<file path="config.mk">
export PLATFORM = sky130hd
export DESIGN_NAME = business_day_span_counter_core
export DESIGN_NICKNAME = d
export VERILOG_FILES = /design/src/hdl/bdsc_pkg.sv /design/src/hdl/bdsc_ctrl.sv /design/src/hdl/bdsc_dpath.sv /design/src/hdl/business_day_span_counter_core.sv
export SDC_FILE = /design/constraint.sdc
export NUM_CORES = 1
export LEC_CHECK = 0
export BUFFER_PORTS_ARGS = -buffer_cell sky130_fd_sc_hd__clkbuf_2
export CORE_UTILIZATION = 40
export DETAILED_ROUTE_END_ITERATION = 6
export SYNTH_ARGS = -nofsm -noshare
export SYNTH_HDL_FRONTEND = slang
export SYNTH_SLANG_ARGS = --single-unit
</file>
<file path="constraint.sdc">
create_clock -name clk -period 24.8 [get_ports clk]
set_input_delay 0 -clock clk [delete_from_list [all_inputs] [get_ports clk]]
set_output_delay 0 -clock clk [all_outputs]
set_load 0.01 [all_outputs]
</file>
<file path="src/hdl/bdsc_pkg.sv">
// bdsc_pkg: shared types, constants and calendar functions for the business day span counter.
// No dependencies; used by bdsc_ctrl, bdsc_dpath, bdsc_checker and the top level.

package bdsc_pkg;

    localparam int YEAR_W  = 14;
    localparam int MONTH_W = 4;
    localparam int DAY_W   = 5;
    localparam int COUNT_W = 22;
    localparam int WDAY_W  = 3;
    localparam int MASK_W  = 7;
    localparam int QUO_W   = 8;   // year / 100 for years below 16784
    localparam int REM_W   = 7;   // year % 100
    localparam int WSUM_W  = 15;

    localparam logic [MASK_W-1:0]  MASK_RESET = 7'd96;
    localparam logic [COUNT_W-1:0] COUNT_MAX  = 22'h3FFFFF;
    localparam logic [12:0]        RECIP_100  = 13'd5243;   // ceil(2^19 / 100)
    localparam int                 RECIP_SHIFT = 19;

    typedef struct packed {
        logic load;
        logic mul_s;
        logic mul_e;
        logic mul_w;
        logic rem;
        logic fold;
        logic check;
        logic step;
        logic emit;
    } bdsc_cmd_t;

    typedef struct packed {
        logic bad;
        logic empty;
        logic at_end;
    } bdsc_status_t;

    function automatic logic leap_year(input logic [1:0] y_lo, input logic [REM_W-1:0] r100,
                                       input logic [1:0] q_lo);
        leap_year = ((y_lo == 2'd0) && (r100 != '0)) || ((r100 == '0) && (q_lo == 2'd0));
    endfunction

    function automatic logic [DAY_W-1:0] month_days(input logic [MONTH_W-1:0] m,
                                                    input logic leap);
        case (m)
            4'd1, 4'd3, 4'd5, 4'd7, 4'd8, 4'd10, 4'd12: month_days = 5'd31;
            4'd4, 4'd6, 4'd9, 4'd11:                    month_days = 5'd30;
            4'd2:                                       month_days = leap ? 5'd29 : 5'd28;
            default:                                    month_days = 5'd0;
        endcase
    endfunction

    // (31 * mm) / 12 for the March-based month index
    function automatic logic [DAY_W-1:0] month_term(input logic [MONTH_W-1:0] mm);
        case (mm)
            4'd1:    month_term = 5'd2;
            4'd2:    month_term = 5'd5;
            4'd3:    month_term = 5'd7;
            4'd4:    month_term = 5'd10;
            4'd5:    month_term = 5'd12;
            4'd6:    month_term = 5'd15;
            4'd7:    month_term = 5'd18;
            4'd8:    month_term = 5'd20;
            4'd9:    month_term = 5'd23;
            4'd10:   month_term = 5'd25;
            4'd11:   month_term = 5'd28;
            4'd12:   month_term = 5'd31;
            default: month_term = 5'd0;
        endcase
    endfunction

endpackage

</file>
<file path="src/hdl/bdsc_ctrl.sv">
// bdsc_ctrl: sequencer for setup (weekday, remainders, checks), the day walk and result hand-off.
// Depends on bdsc_pkg.

module bdsc_ctrl
(
    input  logic                  clk,
    input  logic                  rst_n,
    input  logic                  in_valid,
    output logic                  in_ready,
    output logic                  out_valid,
    input  logic                  out_ready,
    input  bdsc_pkg::bdsc_status_t status,
    output bdsc_pkg::bdsc_cmd_t    cmd
);

    typedef enum logic [8:0] {
        ST_IDLE  = 9'b000000001,
        ST_MUL_S = 9'b000000010,
        ST_MUL_E = 9'b000000100,
        ST_MUL_W = 9'b000001000,
        ST_REM   = 9'b000010000,
        ST_FOLD  = 9'b000100000,
        ST_CHECK = 9'b001000000,
        ST_WALK  = 9'b010000000,
        ST_DONE  = 9'b100000000
    } state_t;

    state_t state_reg, state_next;
    logic   out_valid_reg, out_valid_next;
    logic   slot_free;

    assign slot_free = !out_valid_reg || out_ready;
    assign in_ready  = (state_reg == ST_IDLE);
    assign out_valid = out_valid_reg;

    always_comb
    begin
        state_next = state_reg;
        cmd        = '0;
        unique case (state_reg)
            ST_IDLE:
            begin
                if (in_valid)
                begin
                    cmd.load   = 1'b1;
                    state_next = ST_MUL_S;
                end
            end
            ST_MUL_S:
            begin
                cmd.mul_s  = 1'b1;
                state_next = ST_MUL_E;
            end
            ST_MUL_E:
            begin
                cmd.mul_e  = 1'b1;
                state_next = ST_MUL_W;
            end
            ST_MUL_W:
            begin
                cmd.mul_w  = 1'b1;
                state_next = ST_REM;
            end
            ST_REM:
            begin
                cmd.rem    = 1'b1;
                state_next = ST_FOLD;
            end
            ST_FOLD:
            begin
                cmd.fold   = 1'b1;
                state_next = ST_CHECK;
            end
            ST_CHECK:
            begin
                cmd.check = 1'b1;
                if (status.bad || status.empty)
                    state_next = ST_DONE;
                else
                    state_next = ST_WALK;
            end
            ST_WALK:
            begin
                if (status.at_end)
                    state_next = ST_DONE;
                else
                    cmd.step = 1'b1;
            end
            ST_DONE:
            begin
                if (slot_free)
                begin
                    cmd.emit   = 1'b1;
                    state_next = ST_IDLE;
                end
            end
            default:
                state_next = ST_IDLE;
        endcase
    end

    always_comb
    begin
        if (cmd.emit)
            out_valid_next = 1'b1;
        else if (out_ready)
            out_valid_next = 1'b0;
        else
            out_valid_next = out_valid_reg;
    end

    always_ff @(posedge clk or negedge rst_n)
    begin
        if (!rst_n)
        begin
            state_reg     <= ST_IDLE;
            out_valid_reg <= 1'b0;
        end
        else
        begin
            state_reg     <= state_next;
            out_valid_reg <= out_valid_next;
        end
    end

endmodule

</file>
<file path="src/hdl/bdsc_dpath.sv">
// bdsc_dpath: date registers, shared reciprocal multiplier, weekday fold, validity checks,
// day walker with leap tracking, weekend mask and output word. Depends on bdsc_pkg.

module bdsc_dpath
(
    input  logic                                clk,
    input  logic                                rst_n,
    input  bdsc_pkg::bdsc_cmd_t                 cmd,
    output bdsc_pkg::bdsc_status_t              status,
    input  logic                                cfg_we,
    input  logic [bdsc_pkg::MASK_W-1:0]         cfg_wdata,
    input  logic [bdsc_pkg::YEAR_W-1:0]         start_year,
    input  logic [bdsc_pkg::MONTH_W-1:0]        start_month,
    input  logic [bdsc_pkg::DAY_W-1:0]          start_day,
    input  logic [bdsc_pkg::YEAR_W-1:0]         end_year,
    input  logic [bdsc_pkg::MONTH_W-1:0]        end_month,
    input  logic [bdsc_pkg::DAY_W-1:0]          end_day,
    output logic [bdsc_pkg::COUNT_W-1:0]        business_days,
    output logic                                bad_date
);

    localparam int PROD_W = bdsc_pkg::WSUM_W + 13;

    logic [bdsc_pkg::MASK_W-1:0]   mask_reg;

    logic [bdsc_pkg::YEAR_W-1:0]   sy_reg, ey_reg;
    logic [bdsc_pkg::MONTH_W-1:0]  sm_reg, em_reg;
    logic [bdsc_pkg::DAY_W-1:0]    sd_reg, ed_reg;

    logic [bdsc_pkg::QUO_W-1:0]    qs_reg, qe_reg, qw_reg;
    logic [bdsc_pkg::REM_W-1:0]    rs_reg, re_reg;
    logic [bdsc_pkg::WSUM_W-1:0]   wsum_reg;

    logic [bdsc_pkg::YEAR_W-1:0]   cy_reg;
    logic [bdsc_pkg::MONTH_W-1:0]  cm_reg;
    logic [bdsc_pkg::DAY_W-1:0]    cd_reg;
    logic [bdsc_pkg::REM_W-1:0]    cr_reg;
    logic [1:0]                    cq_reg;
    logic [bdsc_pkg::WDAY_W-1:0]   wd_reg;
    logic [bdsc_pkg::COUNT_W-1:0]  tally_reg;
    logic                          bad_reg;

    logic [bdsc_pkg::COUNT_W-1:0]  out_count_reg;
    logic                          out_bad_reg;

    // weekday setup
    logic                          jan_feb;
    logic [bdsc_pkg::WSUM_W-1:0]   yy;
    logic [bdsc_pkg::MONTH_W-1:0]  mm;
    logic [bdsc_pkg::WSUM_W-1:0]   mul_a;
    logic [PROD_W-1:0]             prod;
    logic [bdsc_pkg::QUO_W-1:0]    quo;
    logic [bdsc_pkg::WSUM_W-1:0]   wsum;
    logic [5:0]                    fold1;
    logic [3:0]                    fold2;
    logic [bdsc_pkg::WDAY_W-1:0]   wd0;

    // checks
    logic [bdsc_pkg::YEAR_W-1:0]   rs_full, re_full;
    logic [bdsc_pkg::DAY_W-1:0]    dim_s, dim_e;
    logic                          ok_s, ok_e;

    // walk
    logic [bdsc_pkg::DAY_W-1:0]    dim_c;
    logic                          month_end, year_end;

    assign jan_feb = (sm_reg <= 4'd2);
    assign yy      = {1'b0, sy_reg} + bdsc_pkg::WSUM_W'(400) - bdsc_pkg::WSUM_W'(jan_feb);
    assign mm      = jan_feb ? sm_reg + 4'd10 : sm_reg - 4'd2;

    always_comb
    begin
        if (cmd.mul_s)
            mul_a = {1'b0, sy_reg};
        else if (cmd.mul_e)
            mul_a = {1'b0, ey_reg};
        else
            mul_a = yy;
    end

    // floor(x / 100) by reciprocal, exact for x below 25600
    assign prod = PROD_W'(mul_a) * PROD_W'(bdsc_pkg::RECIP_100);
    assign quo  = prod[bdsc_pkg::RECIP_SHIFT +: bdsc_pkg::QUO_W];

    assign wsum = bdsc_pkg::WSUM_W'(sd_reg) + yy + (yy >> 2)
                - bdsc_pkg::WSUM_W'(qw_reg) + bdsc_pkg::WSUM_W'(qw_reg >> 2)
                + bdsc_pkg::WSUM_W'(bdsc_pkg::month_term(mm));

    // mod 7 by summing octal digits (8 == 1 mod 7)
    assign fold1 = 6'(wsum_reg[2:0]) + 6'(wsum_reg[5:3]) + 6'(wsum_reg[8:6])
                 + 6'(wsum_reg[11:9]) + 6'(wsum_reg[14:12]);
    assign fold2 = 4'(fold1[2:0]) + 4'(fold1[5:3]);
    assign wd0   = (fold2 >= 4'd7) ? 3'(fold2 - 4'd7) : fold2[2:0];

    assign rs_full = sy_reg - bdsc_pkg::YEAR_W'(qs_reg) * bdsc_pkg::YEAR_W'(100);
    assign re_full = ey_reg - bdsc_pkg::YEAR_W'(qe_reg) * bdsc_pkg::YEAR_W'(100);

    assign dim_s = bdsc_pkg::month_days(sm_reg,
                       bdsc_pkg::leap_year(sy_reg[1:0], rs_reg, qs_reg[1:0]));
    assign dim_e = bdsc_pkg::month_days(em_reg,
                       bdsc_pkg::leap_year(ey_reg[1:0], re_reg, qe_reg[1:0]));
    assign ok_s  = (dim_s != '0) && (sd_reg != '0) && (sd_reg <= dim_s);
    assign ok_e  = (dim_e != '0) && (ed_reg != '0) && (ed_reg <= dim_e);

    assign status.bad    = !(ok_s && ok_e);
    assign status.empty  = !({sy_reg, sm_reg, sd_reg} < {ey_reg, em_reg, ed_reg});
    assign status.at_end = ({cy_reg, cm_reg, cd_reg} == {ey_reg, em_reg, ed_reg});

    assign dim_c     = bdsc_pkg::month_days(cm_reg,
                           bdsc_pkg::leap_year(cy_reg[1:0], cr_reg, cq_reg));
    assign month_end = (cd_reg == dim_c);
    assign year_end  = (cm_reg == 4'd12);

    always_ff @(posedge clk or negedge rst_n)
    begin
        if (!rst_n)
            mask_reg <= bdsc_pkg::MASK_RESET;
        else if (cfg_we)
            mask_reg <= cfg_wdata;
    end

    always_ff @(posedge clk)
    begin
        if (cmd.load)
        begin
            sy_reg <= start_year;
            sm_reg <= start_month;
            sd_reg <= start_day;
            ey_reg <= end_year;
            em_reg <= end_month;
            ed_reg <= end_day;
        end
        if (cmd.mul_s)
            qs_reg <= quo;
        if (cmd.mul_e)
            qe_reg <= quo;
        if (cmd.mul_w)
            qw_reg <= quo;
        if (cmd.rem)
        begin
            rs_reg   <= rs_full[bdsc_pkg::REM_W-1:0];
            re_reg   <= re_full[bdsc_pkg::REM_W-1:0];
            wsum_reg <= wsum;
        end
        if (cmd.fold)
            wd_reg <= wd0;
        if (cmd.check)
        begin
            cy_reg    <= sy_reg;
            cm_reg    <= sm_reg;
            cd_reg    <= sd_reg;
            cr_reg    <= rs_reg;
            cq_reg    <= qs_reg[1:0];
            tally_reg <= '0;
            bad_reg   <= status.bad;
        end
        else if (cmd.step)
        begin
            if (!mask_reg[wd_reg] && (tally_reg != bdsc_pkg::COUNT_MAX))
                tally_reg <= tally_reg + bdsc_pkg::COUNT_W'(1);
            wd_reg <= (wd_reg == 3'd6) ? 3'd0 : wd_reg + 3'd1;
            if (!month_end)
                cd_reg <= cd_reg + 5'd1;
            else
            begin
                cd_reg <= 5'd1;
                if (!year_end)
                    cm_reg <= cm_reg + 4'd1;
                else
                begin
                    cm_reg <= 4'd1;
                    cy_reg <= cy_reg + bdsc_pkg::YEAR_W'(1);
                    if (cr_reg == 7'd99)
                    begin
                        cr_reg <= '0;
                        cq_reg <= cq_reg + 2'd1;
                    end
                    else
                        cr_reg <= cr_reg + 7'd1;
                end
            end
        end
        if (cmd.emit)
        begin
            out_count_reg <= tally_reg;
            out_bad_reg   <= bad_reg;
        end
    end

    assign business_days = out_count_reg;
    assign bad_date      = out_bad_reg;

endmodule

</file>
<file path="src/hdl/business_day_span_counter_core.sv">
// business_day_span_counter_core: top level, counts business days in [start, end).
// Depends on bdsc_pkg, bdsc_ctrl and bdsc_dpath.
//
//   channel | handshake            | payload
//   --------+----------------------+--------------------------------------------------
//   input   | in_valid / in_ready  | start_year, start_month, start_day, end_*
//   output  | out_valid / out_ready| business_days, bad_date
//   config  | cfg_we               | cfg_wdata (weekend mask, bit n = weekday n off)
//
// One word at a time: after the accept come the setup states MUL_S, MUL_E, MUL_W, REM, FOLD
// and CHECK, then the walk at one day of the span per cycle until it reaches the end date,
// then the done state loads the output register and returns to idle for the next word.
// An invalid or empty span skips the walk and goes from the check state to the done state.
// Reset clears control state and sets the mask to Friday and Saturday. A stalled output holds
// its word while the next word is accepted and waits in the done state until the slot frees.

module business_day_span_counter_core
(
    input  logic                          clk,
    input  logic                          rst_n,
    input  logic                          cfg_we,
    input  logic [bdsc_pkg::MASK_W-1:0]   cfg_wdata,
    input  logic                          in_valid,
    output logic                          in_ready,
    input  logic [bdsc_pkg::YEAR_W-1:0]   start_year,
    input  logic [bdsc_pkg::MONTH_W-1:0]  start_month,
    input  logic [bdsc_pkg::DAY_W-1:0]    start_day,
    input  logic [bdsc_pkg::YEAR_W-1:0]   end_year,
    input  logic [bdsc_pkg::MONTH_W-1:0]  end_month,
    input  logic [bdsc_pkg::DAY_W-1:0]    end_day,
    output logic                          out_valid,
    input  logic                          out_ready,
    output logic [bdsc_pkg::COUNT_W-1:0]  business_days,
    output logic                          bad_date
);

    bdsc_pkg::bdsc_cmd_t    cmd;
    bdsc_pkg::bdsc_status_t status;

    bdsc_ctrl u_ctrl
    (
        .clk       (clk),
        .rst_n     (rst_n),
        .in_valid  (in_valid),
        .in_ready  (in_ready),
        .out_valid (out_valid),
        .out_ready (out_ready),
        .status    (status),
        .cmd       (cmd)
    );

    bdsc_dpath u_dpath
    (
        .clk           (clk),
        .rst_n         (rst_n),
        .cmd           (cmd),
        .status        (status),
        .cfg_we        (cfg_we),
        .cfg_wdata     (cfg_wdata),
        .start_year    (start_year),
        .start_month   (start_month),
        .start_day     (start_day),
        .end_year      (end_year),
        .end_month     (end_month),
        .end_day       (end_day),
        .business_days (business_days),
        .bad_date      (bad_date)
    );

endmodule

</file>
# [Word-level counts from Yosys, hierarchy flattened]
# Memories as Yosys holds them, arrays and structs flattened.
# Cells that the tools add are included.
[totals] ff_bits=197 latchBits=0 ramBits=0 mem_bits_ro=80 out_inout_bits=25 word_cells=221 memories=1
[memory_table] name="(name not given)" depth=16 width=5 read_ports=1 rd_clocked_by_memory_dff=0 write_ports=0 line_no="bdsc_pkg.sv:56" rtl="case (mm)"
[op_classes] add_sub_neg=24 n_mul=3 n_div=0 magnitude_cmp=6 eq_ne=53 n_shift=0 mux=56 bitwise=0 reduce_logical=53
[op_table] op="$pmux W9 S9" count=1
[op_table] op="$eq A4 B4 Y1 const B" count=15
[op_table] op="$mux W14" count=4
[op_table] op="$eq A4 B3 Y1 const B" count=12
[op_table] op="$pmux W5 S3" count=3
[op_table] op="$mux W9" count=4
[op_table] op="$mux W7" count=5
[op_table] op="$mux W15" count=2
[op_table] op="$mul A15 B13 Y27 const B" count=1
[op_table] op="$eq A4 B2 Y1 const B" count=6
[op_table] op="$eq A23 B23 Y1" count=1
[op_table] op="$lt A23 B23 Y1" count=1
[op_table] op="$add A22 B1 Y22 const B" count=1
[op_table] op="$ne A22 B22 Y1 const B" count=1
[op_table] op="$logic_not A7 Y1" count=3
[op_table] op="$reduce_bool A7 Y1" count=3
[op_table] op="$reduce_or A7 Y1" count=3
[op_table] op="$mux W4" count=5
[op_table] op="$reduce_bool A5 Y1" count=4
[op_table] op="$add A6 B3 Y6" count=3
[op_table] op="$mux W1" count=18
[op_table] op="$mul A8 B5 Y5 const B" count=2
[op_table] op="$add A14 B9 Y15 const B" count=1
[op_table] op="$add A15 B13 Y15" count=1
[op_table] op="other kinds (48)" count=95

# [Longest topological paths before layout]
# Gate-level depths: netlist of the first run.
[logic_depth] depth_word=13 mapped_depth=36 mapped_depth_nobuf=36

# [By module]
# Synthesis of the first run repeated with hierarchy kept, for this count alone.
[unflattened] cells_unflattened=1474 area_unflattened_um2=15697.6
[modules_own_cells] mod="bdsc_dpath" instances=1 cells_each=1409 area_per_inst_um2=15064.4 seq_area_each_um2=5152.4
[modules_own_cells] mod="bdsc_ctrl" instances=1 cells_each=65 area_per_inst_um2=633.1 seq_area_each_um2=251.5

# [Worst setup path before layout of the first run]
# No wires, ideal clock.
[synth_path] path_kind="register -> register" start="register u_dpath.sm_reg[0] (netlist name)" end="register u_dpath.qw_reg[7] (netlist name) (data pin)" setup_time_ns=0.259 arrival_ns=7.594 slack_ns=16.947 path_stages_with_launch=36 path_buffers=0 synth_period_minus_slack_ns=7.853 path_cell_list="edfxtp_1 -> inv_1 -> ha_1 -> o21ai_0 -> inv_1 -> ha_1 -> inv_1 -> ha_1 -> a21o_1 -> a21o_1 -> a2111oi_2 -> o31ai_1 -> a21oi_1 -> xor2_1 -> o211ai_1 -> o21ai_0 -> inv_1 -> ha_1 -> inv_1 -> fa_1 -> inv_1 -> fa_1 -> fa_1 -> inv_1 -> fa_1 -> inv_1 -> ha_1 -> nand3_1 -> o21ba_2 -> a21oi_1 -> or4b_1 -> nand2_1 -> o21ai_1 -> a211oi_1 -> xnor2_1 -> xnor2_1"
[synth_between] elab_chain_len=5
[synth_rtl] element="start, declared" line_no="bdsc_dpath.sv:27" rtl="logic [bdsc_pkg::MONTH_W-1:0] sm_reg, em_reg;"
[synth_rtl] element="start signal, assigned" line_no="bdsc_dpath.sv:127" rtl="sm_reg <= start_month;"
[synth_rtl] element="$le A4 B2 Y1" line_no="bdsc_dpath.sv:67" rtl="assign jan_feb = (sm_reg <= 4'd2);"
[synth_rtl] element="$sub A15 B1 Y15" line_no="bdsc_dpath.sv:68" rtl="assign yy = {1'b0, sy_reg} + bdsc_pkg::WSUM_W'(400) - bdsc_pkg::WSUM_W'(jan_feb);"
[synth_rtl] element="$mux W15" line_no="bdsc_dpath.sv:75" rtl="else if (cmd.mul_e)"
[synth_rtl] element="$mux W15" line_no="bdsc_dpath.sv:73" rtl="if (cmd.mul_s)"
[synth_rtl] element="$mul A15 B13 Y27" line_no="bdsc_dpath.sv:82" rtl="assign prod = PROD_W'(mul_a) * PROD_W'(bdsc_pkg::RECIP_100);"
[synth_rtl] element="via u_dpath.prod[26]" line_no="bdsc_dpath.sv:51" rtl="logic [PROD_W-1:0] prod;"
[synth_rtl] element="end signal, assigned" line_no="bdsc_dpath.sv:138" rtl="qw_reg <= quo;"
[synth_rtl] element="end, declared" line_no="bdsc_dpath.sv:30" rtl="logic [bdsc_pkg::QUO_W-1:0] qs_reg, qe_reg, qw_reg;"
# The timed path passes the listed nets, and every way through them passes these cells.
# A chain may end at the register's enable or synchronous reset.

# [Final worst setup path of the first run]
# Ends and elaborated chain as after synthesis.

==> flow_results.xml, run 1 <==
<?xml version="1.0" encoding="UTF-8"?>
<metrics>
  <group name="outcome">
    <metric name="status" unit="">complete, no violations</metric>
  </group>
  <group name="synthesis">
    <metric name="ys_ff_latch" unit="">191</metric>
    <metric name="seq_area_frac_synth" unit="%">34.7</metric>
    <metric name="synth_edf_count" unit="">149</metric>
    <metric name="synth_cells" unit="">1497</metric>
    <metric name="synth_flop_cell" unit="">sky130_fd_sc_hd__edfxtp_1</metric>
    <metric name="synth.avg_cell_area" unit="µm²">10.4</metric>
    <metric name="synth.lib_cells_used.distinct" unit="">67</metric>
    <metric name="syn_area" unit="mm²">0.0156</metric>
    <metric name="yosys-top-cells-area" unit="">sky130_fd_sc_hd__edfxtp_1, sky130_fd_sc_hd__ha_1, sky130_fd_sc_hd__fa_1, sky130_fd_sc_hd__inv_1, sky130_fd_sc_hd__xnor2_1</metric>
    <metric name="asyncSetResetFlopFracSynth" unit="%">8.90</metric>
    <metric name="synthesis.nets" unit="">1881</metric>
    <metric name="synth_top_cell_by_area" unit="">sky130_fd_sc_hd__edfxtp_1</metric>
    <metric name="yosysWarningCount" unit="">0</metric>
    <metric name="synth_largest_type_area_fraction" unit="%">28.7</metric>
  </group>
  <group name="critical_path">
    <metric name="worst-endpoint-arrival" unit="ns">8.92</metric>
    <metric name="crit_start" unit="">u_dpath.sm_reg[0]</metric>
    <metric name="regToRegStartpoint" unit="">u_dpath.sm_reg[0]</metric>
    <metric name="setup.worst_path.end" unit="">u_dpath.qw_reg[7]</metric>
    <metric name="maximum_cell_stage_delay_along_the_critical_path" unit="ns">0.52</metric>
    <metric name="r2r-end" unit="">u_dpath.qw_reg[7]</metric>
    <metric name="timing.critical_path.from_type" unit="">flip-flop</metric>
    <metric name="critPathMostFrequentCell" unit="">sky130_fd_sc_hd__inv_1</metric>
    <metric name="path_class" unit="">reg2reg</metric>
    <metric name="rrSetupSlack" unit="ns">16.09</metric>
    <metric name="critical_path.slowest_cell" unit="">sky130_fd_sc_hd__fa_1</metric>
    <metric name="data_required_time_of_the_worst_path" unit="ns">25.02</metric>
    <metric name="reg2reg_depth" unit="">35</metric>
    <metric name="worstPathMaxFanout" unit="">8</metric>
    <metric name="worstSetupEndpointType" unit="">flip-flop</metric>
  </group>
  <group name="sta">
    <metric name="post-route-period-util" unit="%">35.1</metric>
    <metric name="finalHoldViolCount" unit="">0</metric>
    <metric name="drv_slew" unit="">0</metric>
    <metric name="setup-violations-final" unit="">0</metric>
    <metric name="finalClockSkew" unit="ns">0.00842</metric>
    <metric name="fmaxAchievable" unit="GHz">0.115</metric>
    <metric name="finalWorstPathRequiredPeriod" unit="ns">8.71</metric>
    <metric name="worst-slew-pin-transition" unit="ns">1.17</metric>
    <metric name="fin_setup_tns" unit="ns">0</metric>
    <metric name="final.hold.worst_slack" unit="ns">0.0319</metric>
    <metric name="setup_slack" unit="ns">16.09</metric>
    <metric name="slew-limit-headroom" unit="%">22.1</metric>
    <metric name="rsz_0062_raised_after_global_routing" unit="">no</metric>
  </group>
  <group name="clock_tree">
    <metric name="cts-root-buf" unit="">sky130_fd_sc_hd__clkbuf_16</metric>
    <metric name="cts_tree" unit="">built</metric>
    <metric name="cts_resized" unit="">0</metric>
    <metric name="numClockSinks" unit="">191</metric>
    <metric name="clock_latency" unit="ns">0.46</metric>
    <metric name="h-tree-depth" unit="">4</metric>
    <metric name="clockBufferDepth" unit="">2</metric>
    <metric name="clk_transition_reported_paths" unit="ns">0.07</metric>
    <metric name="clock_buffer_count_from_cts" unit="">17</metric>
    <metric name="number_of_buffers_added_for_setup_after_cts" unit="">0</metric>
  </group>
  <group name="die">
    <metric name="floorplan.die.width" unit="µm">199</metric>
    <metric name="die_h" unit="µm">199</metric>
    <metric name="placeableCoreArea" unit="mm²">0.0380</metric>
    <metric name="floorplan.rows" unit="">71</metric>
    <metric name="design.die.area" unit="mm²">0.0398</metric>
    <metric name="start_util" unit="%">41.0</metric>
    <metric name="i_o_pin_cnt" unit="">83</metric>
  </group>
  <group name="finish">
    <metric name="area.sequential" unit="mm²">0.00540</metric>
    <metric name="antenna_cells" unit="">0</metric>
    <metric name="fin_nets" unit="">2029</metric>
    <metric name="multiInputGateArea" unit="mm²">0.00903</metric>
    <metric name="share_of_layout_cells_above_drive_strength_1" unit="%">9.23</metric>
    <metric name="nFillCells" unit="">3566</metric>
    <metric name="fraction_of_the_core_area_covered_by_cells_at_the_end_of_the_flow" unit="%">47.0</metric>
    <metric name="area.growth.synth_to_final" unit="%">14.5</metric>
  </group>
  <group name="grt">
    <metric name="grt_remaining_overflow" unit="">0</metric>
    <metric name="grt_pass1_wl" unit="µm">56500</metric>
    <metric name="number_of_global_route_vias_before_repair" unit="">10800</metric>
    <metric name="overall_routing_resource_usage" unit="%">18.7</metric>
    <metric name="antenna_found_initial" unit="">0</metric>
    <metric name="largest_net_degree_at_the_start_of_global_routing" unit="">55</metric>
  </group>
  <group name="worst_hold_path">
    <metric name="holdCritPathClass" unit="">in2async</metric>
  </group>
  <group name="route">
    <metric name="routed_via_density" unit="">4.99</metric>
    <metric name="drt_pass1_iterations" unit="">5</metric>
    <metric name="routed-via-count" unit="">10800</metric>
    <metric name="routedWlPerCell" unit="µm">16.1</metric>
    <metric name="finalWirelength" unit="µm">34900</metric>
    <metric name="antenna_left" unit="">0</metric>
    <metric name="drc" unit="">0</metric>
    <metric name="drt_first_iter_violations" unit="">499</metric>
  </group>
  <group name="place">
    <metric name="dp_worst_setup_slack" unit="ns">16.15</metric>
    <metric name="place_congestion" unit="">0.852</metric>
    <metric name="numPortBuffers" unit="">82</metric>
    <metric name="dp_hpwl" unit="µm">28300</metric>
  </group>
  <group name="job">
    <metric name="cap_viol_max_count" unit="">0</metric>
  </group>
</metrics>
-- synthesized netlist by cell type (all sizes together) (5+ instances only) --
cell	count
a31oi	6
o22ai	6
and2	5
dfrtp	14
nand3	38
mux2i	7
o211ai	10
dfxtp	25
o21ai	57
mux2	7
a211oi	10
nor4	11
nand4	18
xor2	41
inv	286
ha	224
xnor2	75
nand2	88
nand2b	6
nor2b	8
a21oi	56
fa	102
nor2	91
edfxtp	149
o21a	12
nor3	12
and3	15
a21o	30
o21bai	6
clkbuf	21
-- layer usage --
layer / GRT usage [%] / wire length, µm / up-vias
li1: - / - / 5340
met4: 5.57 / 728 / 0
met5: 0 / 0 / -
met1: 26.0 / 16900 / 5240
met3: 3.27 / 1390 / 42
met2: 29.6 / 15900 / 199
-- per-stage QoR --
step	instance area [µm²]	cells
floorplan	15600	1497
global placement	16600	2074
detailed placement	16600	2074
CTS	17900	2169
global route	17900	2169
finish	17900	2169
-- worst min-delay path by stage --
stage | to | slack [ns] | depth (start not counted)
after CTS | u_ctrl.state_reg[6] | 0.008 | 2
final | u_dpath.mask_reg[1] | 0.03 | 2
after floorplan | u_ctrl.out_valid | -0.30 | 0
after global placement | u_dpath.mask_reg[4] | -0.04 | 1
after global routing | u_dpath.mask_reg[4] | 0.08 | 2
after detailed placement | u_dpath.mask_reg[1] | -0.03 | 1
-- layout make-up --
cell class              instances  area share (%)
clock inverters                10           0.470
multi-input cells             996            50.6
inverters                     286            6.01
well taps                     511            3.58
clock buffers                  22            2.90
repair buffers                153            6.17
flip-flops and latches        191            30.3
-- cell families (layout without fill, tap and decap cells) --
group / count (synthesis) / after routing / share of synthesized area (%)
multiplexers: 18 / 18 / 1.53
buffers and inverters: 310 / 471 / 7.57
flip-flops: 191 / 191 / 34.7
adder cells (fa/ha/maj): 326 / 326 / 31.1
AO/OA/AOI/OAI: 213 / 213 / 8.49
AND/OR/NAND/NOR: 323 / 323 / 10.2
XOR/XNOR: 116 / 116 / 6.52
-- cells in the final DEF (no fill, tap or decap), types with 30 or more instances in the layout --
| cell type | synthesis | final |
|---|---|---|
| sky130_fd_sc_hd__clkbuf_2 | 1 | 82 |
| sky130_fd_sc_hd__o21ai_0 | 56 | 56 |
| sky130_fd_sc_hd__dlygate4sd3_1 | 0 | 63 |
| sky130_fd_sc_hd__a21o_1 | 30 | 30 |
| sky130_fd_sc_hd__nand2_1 | 88 | 88 |
| sky130_fd_sc_hd__xnor2_1 | 75 | 75 |
| sky130_fd_sc_hd__inv_1 | 284 | 284 |
| sky130_fd_sc_hd__nor2_1 | 91 | 91 |
| sky130_fd_sc_hd__fa_1 | 102 | 102 |
| sky130_fd_sc_hd__nand3_1 | 38 | 38 |
| sky130_fd_sc_hd__a21oi_1 | 56 | 56 |
| sky130_fd_sc_hd__xor2_1 | 41 | 41 |
| sky130_fd_sc_hd__ha_1 | 224 | 224 |
| sky130_fd_sc_hd__edfxtp_1 | 149 | 149 |
-- worst max-delay path: cells and delay by family (launching register included) --
kind                     cells  cell delay, ns
AND/OR/NAND/NOR              4            0.54
adder cells (fa/ha/maj)     10            3.65
buffers and inverters        8            0.83
AO/OA/AOI/OAI               10            2.31
XOR/XNOR                     3            0.60
flip-flops                   1            0.51
-- timing repair --
action,in CTS,in global routing
endpoints found under the setup margin,0,0
hold buffers,63,0
hold endpoints to repair,73,0
Power of run 1 is not shown: default switching activity piles up to over one toggle a cycle in this logic, so the estimate is an artifact.
==> run 2, diff against run 1 <==
==> constraint.sdc (replaced) <==
create_clock -name clk -period 8.39 [get_ports clk]
set_input_delay 0 -clock clk [delete_from_list [all_inputs] [get_ports clk]]
set_output_delay 0 -clock clk [all_outputs]
set_load 0.01 [all_outputs]
==> run 2 against run 1 <==
First-iteration DRC count rose by 28%. Maximum frequency up 8.7%. Design area up 0.90%. Clock-buffer cell count up 3. Wire length up 0.27%. Clock skew is 0.0033 ns higher. Die area unchanged. Non-clock buffer count is 23 higher.
==> flow_results.xml, run 2 (same netlist as run 1, synthesis figures left out) <==
<?xml version="1.0" encoding="UTF-8"?>
<metrics>
  <group name="outcome">
    <metric name="status" unit="">complete, no violations</metric>
  </group>
  <group name="finish">
    <metric name="antenna_cells" unit="">0</metric>
    <metric name="fraction_of_the_core_area_covered_by_cells_at_the_end_of_the_flow" unit="%">47.4</metric>
    <metric name="final-instance-count-excl-fill" unit="">2192</metric>
    <metric name="fin_nets" unit="">2052</metric>
    <metric name="share_of_layout_cells_above_drive_strength_1" unit="%">10.5</metric>
    <metric name="layout.cells.most_common_list" unit="">sky130_fd_sc_hd__inv_1, sky130_fd_sc_hd__ha_1, sky130_fd_sc_hd__edfxtp_1, sky130_fd_sc_hd__fa_1, sky130_fd_sc_hd__nor2_1</metric>
    <metric name="area.growth.synth_to_final" unit="%">15.6</metric>
    <metric name="final_common_cell" unit="">sky130_fd_sc_hd__inv_1</metric>
  </group>
  <group name="clock_tree">
    <metric name="clockBufferDepth" unit="">2</metric>
    <metric name="clock_latency" unit="ns">0.44</metric>
    <metric name="clk_transition_reported_paths" unit="ns">0.07</metric>
    <metric name="h-tree-depth" unit="">4</metric>
    <metric name="numClockSinks" unit="">191</metric>
    <metric name="clock_buffer_count_from_cts" unit="">17</metric>
    <metric name="cts-root-buf" unit="">sky130_fd_sc_hd__clkbuf_16</metric>
    <metric name="cts_tree" unit="">built</metric>
  </group>
  <group name="sta">
    <metric name="drv_slew" unit="">0</metric>
    <metric name="worst-slew-pin-transition" unit="ns">1.17</metric>
    <metric name="final.hold.worst_slack" unit="ns">0.0312</metric>
    <metric name="finalClockSkew" unit="ns">0.0117</metric>
    <metric name="post-route-period-util" unit="%">95.5</metric>
    <metric name="setup_slack" unit="ns">0.381</metric>
    <metric name="slew-limit-headroom" unit="%">21.9</metric>
    <metric name="finalHoldViolCount" unit="">0</metric>
    <metric name="setup-violations-final" unit="">0</metric>
    <metric name="fmaxAchievable" unit="GHz">0.125</metric>
    <metric name="finalWorstPathRequiredPeriod" unit="ns">8.01</metric>
  </group>
  <group name="route">
    <metric name="drt_pass1_iterations" unit="">5</metric>
    <metric name="routed-via-count" unit="">10900</metric>
    <metric name="routed_via_density" unit="">4.97</metric>
    <metric name="drc" unit="">0</metric>
    <metric name="antenna_left" unit="">0</metric>
    <metric name="routedWlPerCell" unit="µm">16.0</metric>
    <metric name="drt_first_iter_violations" unit="">639</metric>
    <metric name="finalWirelength" unit="µm">35000</metric>
  </group>
  <group name="critical_path">
    <metric name="timing.critical_path.from_type" unit="">flip-flop</metric>
    <metric name="critical_path.slowest_cell" unit="">sky130_fd_sc_hd__or4b_1</metric>
    <metric name="maximum_cell_stage_delay_along_the_critical_path" unit="ns">0.56</metric>
    <metric name="path_class" unit="">reg2reg</metric>
    <metric name="worst-endpoint-arrival" unit="ns">8.19</metric>
    <metric name="critical-path-top-delay-family" unit="">adder cells</metric>
    <metric name="critPathMostFrequentCell" unit="">sky130_fd_sc_hd__inv_1</metric>
    <metric name="data_required_time_of_the_worst_path" unit="ns">8.57</metric>
    <metric name="worstPathMaxFanout" unit="">5</metric>
    <metric name="worstSetupEndpointType" unit="">flip-flop</metric>
    <metric name="worstPathBufferInverterCount" unit="">7</metric>
  </group>
  <group name="die">
    <metric name="i_o_pin_cnt" unit="">83</metric>
    <metric name="floorplan.die.width" unit="µm">199</metric>
    <metric name="design.die.area" unit="mm²">0.0398</metric>
    <metric name="die_h" unit="µm">199</metric>
    <metric name="placeableCoreArea" unit="mm²">0.0380</metric>
    <metric name="start_util" unit="%">41.0</metric>
    <metric name="floorplan.rows" unit="">71</metric>
  </group>
  <group name="worst_hold_path">
    <metric name="holdCritPathClass" unit="">in2async</metric>
  </group>
  <group name="place">
    <metric name="numPortBuffers" unit="">82</metric>
    <metric name="dp_hpwl" unit="µm">28400</metric>
    <metric name="dp_worst_setup_slack" unit="ns">0.158</metric>
    <metric name="place_congestion" unit="">0.893</metric>
    <metric name="numPlacedInstances" unit="">2094</metric>
  </group>
  <group name="grt">
    <metric name="antenna_found_initial" unit="">0</metric>
    <metric name="grt_remaining_overflow" unit="">0</metric>
    <metric name="number_of_global_route_vias_before_repair" unit="">10800</metric>
    <metric name="overall_routing_resource_usage" unit="%">18.5</metric>
    <metric name="largest_net_degree_at_the_start_of_global_routing" unit="">55</metric>
    <metric name="grt_pass1_wl" unit="µm">56200</metric>
  </group>
  <group name="job">
    <metric name="cap_viol_max_count" unit="">0</metric>
  </group>
</metrics>
-- run 2: cell count changes in the layout (fill, tap and decap cells not counted), sizes merged --
cell	previous run	this run
buf	8	31
clkbuf	104	107
clkinv	3	2
inv	293	291
-- run 2: routing by layer --
| metal | share of wire, % | global-route usage, % |
|---|---|---|
| met4 | 1.4 | 3.73 |
| met2 | 46 | 30.1 |
| met3 | 3.8 | 2.63 |
| met5 | 0 | 0 |
| met1 | 49 | 26.0 |
-- run 2: layout make-up --
class | instances | area (µm²)
fillers | 3579 | 20000
multi-input cells | 996 | 9080
flip-flops and latches | 191 | 5400
repair buffers | 176 | 1270
inverters | 286 | 1070
well taps | 511 | 639
clock buffers | 25 | 498
clock inverters | 7 | 50.0
-- run 2: through the flow --
step	TNS [ns]	cell area [µm²]
2_1_floorplan	0	15600
3_3_place_gp	0	16800
3_5_place_dp	0	16800
4_1_cts	0	18000
5_1_grt	-0.0650	18000
6_report	0	18000
-- run 2: final timing paths --
check                      cells past startpoint  slack [ns]         startpoint             endpoint
hold reg to reg                                0        0.43    u_dpath.bad_reg     u_dpath.bad_date
setup / recovery                              35        0.38  u_dpath.sm_reg[0]    u_dpath.qw_reg[7]
min in group clk                               2        0.27     start_year[12]   u_dpath.sy_reg[12]
hold / removal                                 2        0.03              rst_n  u_ctrl.state_reg[5]
setup reg to reg                              35        0.38  u_dpath.sm_reg[0]    u_dpath.qw_reg[7]
max in group asynchronous                      2        8.02              rst_n  u_ctrl.state_reg[0]
-- run 2: worst register-to-register path, delay by kind of cell, from the launching register on --
kind | cells | cell delay (ns)
AOI/OAI and AO/OA | 13 | 2.07
adders and majority gates | 10 | 3.60
buffers and inverters | 7 | 0.51
xor gates and xnor gates | 3 | 0.47
DFF | 1 | 0.38
and+or+nand+nor | 2 | 0.71
-- run 2: what timing repair did --
| item | CTS | global route |
|---|---|---|
| endpoints found under the setup margin | 0 | 18 |
| gates resized for setup | 0 | 12 |
| hold buffers | 63 | 0 |
| endpoints found under the hold margin | 73 | 0 |
| buffers inserted | 0 | 3 |
Power of run 2 is left out for the same reason.
==> run 3, diff against run 2 <==
--- a/config.mk
+++ b/config.mk
@@ -10,4 +10,5 @@
 export DETAILED_ROUTE_END_ITERATION = 6
 export SYNTH_ARGS = -nofsm -noshare
 export SYNTH_HDL_FRONTEND = slang
+export SYNTH_HIERARCHICAL = 1
 export SYNTH_SLANG_ARGS = --single-unit
==> run 3 against run 2 <==
Cell count fell by 1.4%. Design area grew 0.13%. Non-clock buffer count fell by 10. Maximum frequency up 1.5%. Die area increased by 0.68%. Synthesized area up 0.69%. Global-route usage decreased by 0.31 points. Clock skew up 0.0047 ns. Critical path depth stayed put. Critical path type unchanged. Largest cell class unchanged. Highest routed layer is now met5.
==> flow_results.xml, run 3 <==
<?xml version="1.0" encoding="UTF-8"?>
<metrics>
  <group name="synthesis">
    <metric name="synthesis.nets" unit="">1856</metric>
    <metric name="synth_flop_cell" unit="">sky130_fd_sc_hd__edfxtp_1</metric>
    <metric name="asyncSetResetFlopFracSynth" unit="%">8.90</metric>
    <metric name="yosysWarningCount" unit="">6</metric>
    <metric name="synth.lib_cells_used.distinct" unit="">79</metric>
    <metric name="synth.avg_cell_area" unit="µm²">10.6</metric>
    <metric name="ys_ff_latch" unit="">191</metric>
    <metric name="synth_edf_count" unit="">149</metric>
    <metric name="synth_top_cell_by_area" unit="">sky130_fd_sc_hd__edfxtp_1</metric>
    <metric name="seq_area_frac_synth" unit="%">34.4</metric>
    <metric name="post_synth_most_frequent_cells" unit="">sky130_fd_sc_hd__inv_1, sky130_fd_sc_hd__ha_1, sky130_fd_sc_hd__edfxtp_1</metric>
    <metric name="syn_area" unit="mm²">0.0157</metric>
    <metric name="synth_cells" unit="">1474</metric>
    <metric name="synthMostInstantiatedCell" unit="">sky130_fd_sc_hd__inv_1</metric>
    <metric name="yosys-top-cells-area" unit="">sky130_fd_sc_hd__edfxtp_1, sky130_fd_sc_hd__ha_1, sky130_fd_sc_hd__fa_1, sky130_fd_sc_hd__inv_1, sky130_fd_sc_hd__xnor2_1</metric>
    <metric name="synth_largest_type_area_fraction" unit="%">28.5</metric>
  </group>
  <group name="route">
    <metric name="antenna_left" unit="">0</metric>
    <metric name="routedWlPerCell" unit="µm">16.0</metric>
    <metric name="finalWirelength" unit="µm">34600</metric>
    <metric name="highest_layer" unit="">met5</metric>
    <metric name="drt_pass1_iterations" unit="">5</metric>
    <metric name="drc" unit="">0</metric>
    <metric name="met1_layer_wirelength_in_the_final_routing" unit="µm">15900</metric>
    <metric name="routed_via_density" unit="">4.99</metric>
    <metric name="met3_wire_len" unit="µm">1100</metric>
    <metric name="wl_met2" unit="µm">17000</metric>
    <metric name="routed-via-count" unit="">10800</metric>
    <metric name="drt_first_iter_violations" unit="">526</metric>
  </group>
  <group name="sta">
    <metric name="post-route-period-util" unit="%">94.0</metric>
    <metric name="fmaxAchievable" unit="GHz">0.127</metric>
    <metric name="worst-slew-pin-transition" unit="ns">1.22</metric>
    <metric name="fin_setup_tns" unit="ns">0</metric>
    <metric name="rsz_0062_raised_after_global_routing" unit="">no</metric>
    <metric name="setup-violations-final" unit="">0</metric>
    <metric name="finalHoldViolCount" unit="">0</metric>
    <metric name="drv_slew" unit="">0</metric>
    <metric name="finalClockSkew" unit="ns">0.0165</metric>
    <metric name="finalWorstPathRequiredPeriod" unit="ns">7.89</metric>
    <metric name="slew-limit-headroom" unit="%">18.4</metric>
    <metric name="setup_slack" unit="ns">0.503</metric>
  </group>
  <group name="critical_path">
    <metric name="r2r-end" unit="">u_dpath/qw_reg[6]</metric>
    <metric name="data_required_time_of_the_worst_path" unit="ns">8.59</metric>
    <metric name="critical-path-top-delay-family" unit="">adder cells</metric>
    <metric name="worst-endpoint-arrival" unit="ns">8.09</metric>
    <metric name="timing.critical_path.depth" unit="">35</metric>
    <metric name="timing.critical_path.from_type" unit="">flip-flop</metric>
    <metric name="setup.worst_path.end" unit="">u_dpath/qw_reg[6]</metric>
    <metric name="maximum_cell_stage_delay_along_the_critical_path" unit="ns">0.55</metric>
    <metric name="worstPathMaxFanout" unit="">5</metric>
    <metric name="worstSetupEndpointType" unit="">flip-flop</metric>
    <metric name="critical_path.slowest_cell" unit="">sky130_fd_sc_hd__fa_1</metric>
    <metric name="critPathMostFrequentCell" unit="">sky130_fd_sc_hd__inv_1</metric>
    <metric name="rrSetupSlack" unit="ns">0.50</metric>
    <metric name="worstPathBufferInverterCount" unit="">8</metric>
    <metric name="reg2reg_depth" unit="">35</metric>
    <metric name="regToRegStartpoint" unit="">u_dpath/sm_reg[0]</metric>
    <metric name="path_class" unit="">reg2reg</metric>
    <metric name="crit_start" unit="">u_dpath/sm_reg[0]</metric>
  </group>
  <group name="die">
    <metric name="design.die.area" unit="mm²">0.0400</metric>
    <metric name="placeableCoreArea" unit="mm²">0.0386</metric>
    <metric name="start_util" unit="%">40.6</metric>
    <metric name="die_h" unit="µm">200</metric>
    <metric name="floorplan.rows" unit="">72</metric>
    <metric name="floorplan.die.width" unit="µm">200</metric>
    <metric name="i_o_pin_cnt" unit="">83</metric>
  </group>
  <group name="clock_tree">
    <metric name="cts-root-buf" unit="">sky130_fd_sc_hd__clkbuf_16</metric>
    <metric name="numClockSinks" unit="">191</metric>
    <metric name="clock_buffer_count_from_cts" unit="">17</metric>
    <metric name="h-tree-depth" unit="">4</metric>
    <metric name="cts_tree" unit="">built</metric>
    <metric name="clock_latency" unit="ns">0.45</metric>
    <metric name="clockBufferDepth" unit="">2</metric>
    <metric name="clk_transition_reported_paths" unit="ns">0.08</metric>
  </group>
  <group name="grt">
    <metric name="grt_remaining_overflow" unit="">0</metric>
    <metric name="overall_routing_resource_usage" unit="%">18.1</metric>
    <metric name="grt_pass1_wl" unit="µm">57600</metric>
    <metric name="antenna_found_initial" unit="">1</metric>
    <metric name="number_of_global_route_vias_before_repair" unit="">11100</metric>
    <metric name="largest_net_degree_at_the_start_of_global_routing" unit="">80</metric>
  </group>
  <group name="finish">
    <metric name="final_common_cell" unit="">sky130_fd_sc_hd__inv_1</metric>
    <metric name="fin_nets" unit="">2013</metric>
    <metric name="fraction_of_the_core_area_covered_by_cells_at_the_end_of_the_flow" unit="%">46.7</metric>
    <metric name="layout.cells.most_common_list" unit="">sky130_fd_sc_hd__inv_1, sky130_fd_sc_hd__ha_1, sky130_fd_sc_hd__edfxtp_1, sky130_fd_sc_hd__fa_1, sky130_fd_sc_hd__clkbuf_2</metric>
    <metric name="nFillCells" unit="">3556</metric>
    <metric name="area.growth.synth_to_final" unit="%">14.9</metric>
    <metric name="finalInstanceArea" unit="mm²">0.0180</metric>
    <metric name="share_of_layout_cells_above_drive_strength_1" unit="%">11.2</metric>
    <metric name="antenna_cells" unit="">0</metric>
  </group>
  <group name="place">
    <metric name="post_dp_cell_area" unit="mm²">0.0167</metric>
    <metric name="numPortBuffers" unit="">82</metric>
    <metric name="dp_worst_setup_slack" unit="ns">0.294</metric>
    <metric name="dp_hpwl" unit="µm">27700</metric>
    <metric name="place_congestion" unit="">0.912</metric>
  </group>
  <group name="outcome">
    <metric name="status" unit="">complete, no violations</metric>
  </group>
  <group name="worst_hold_path">
    <metric name="holdCritPathClass" unit="">in2async</metric>
  </group>
  <group name="job">
    <metric name="cap_viol_max_count" unit="">0</metric>
  </group>
</metrics>
## run 3: logic make-up after synthesis
family                     share of synthesized area (%)
AOI/OAI and AO/OA                                   9.00
muxes                                               1.92
adders and majority gates                           30.7
buffers and inverters                               7.21
and+or+nand+nor                                     9.72
DFF                                                 34.4
xor gates and xnor gates                            7.06
## run 3: per-stage QoR
step,instances,hold slack (ns)
after floorplan,1474,-0.296
after global placement,2060,-0.0265
after detailed placement,2060,-0.0308
after CTS,2155,0.0320
after global routing,2162,0.0653
final,2162,0.0285
## run 3: worst min path at each step
| stage | depth (start not counted) | slack (ns) | to | startpoint |
|---|---|---|---|---|
| finish | 2 | 0.03 | u_ctrl/state_reg[7] | rst_n |
| global placement | 1 | -0.03 | u_dpath/mask_reg[1] | rst_n |
| global route | 2 | 0.07 | u_ctrl/state_reg[7] | rst_n |
| CTS | 2 | 0.03 | u_ctrl/state_reg[7] | rst_n |
| floorplan | 0 | -0.30 | u_ctrl/out_valid | rst_n |
| detailed placement | 1 | -0.03 | u_dpath/mask_reg[0] | rst_n |
## run 3: what timing repair did
| item | in CTS | in global routing |
|---|---|---|
| hold buffers | 63 | 0 |
| endpoints found under the hold margin | 76 | 0 |
| gates resized for setup | 0 | 6 |
| endpoints found under the setup margin | 0 | 18 |
| buffers inserted | 0 | 7 |
## run 3: layout make-up
| cell class | count | area [µm²] | share of cell area (%) |
|---|---|---|---|
| multi-input combinational | 992 | 9210 | 51.0 |
| inverter | 263 | 987 | 5.47 |
| clock buffer | 17 | 425 | 2.36 |
| sequential | 191 | 5400 | 30.0 |
| tap | 518 | 648 | 3.59 |
| clock inverter | 15 | 168 | 0.929 |
| timing repair buffer | 166 | 1200 | 6.64 |
## run 3: routing by layer
metal,track usage [%],up-vias
met1,24.0,5239
met4,4.75,2
met5,0,-
met3,2.29,33
met2,31.3,184
li1,-,5339
## run 3: worst register-to-register path: cells and delay by family, from the launching register on
family | cells | cell delay, ns
flip-flops | 1 | 0.42
multiplexers | 1 | 0.29
AND/OR/NAND/NOR | 3 | 0.27
buffers and inverters | 8 | 0.64
AO/OA/AOI/OAI | 11 | 2.05
XOR/XNOR | 2 | 0.26
adder cells (fa/ha/maj) | 10 | 3.72
Power of run 3 is left out for the same reason.
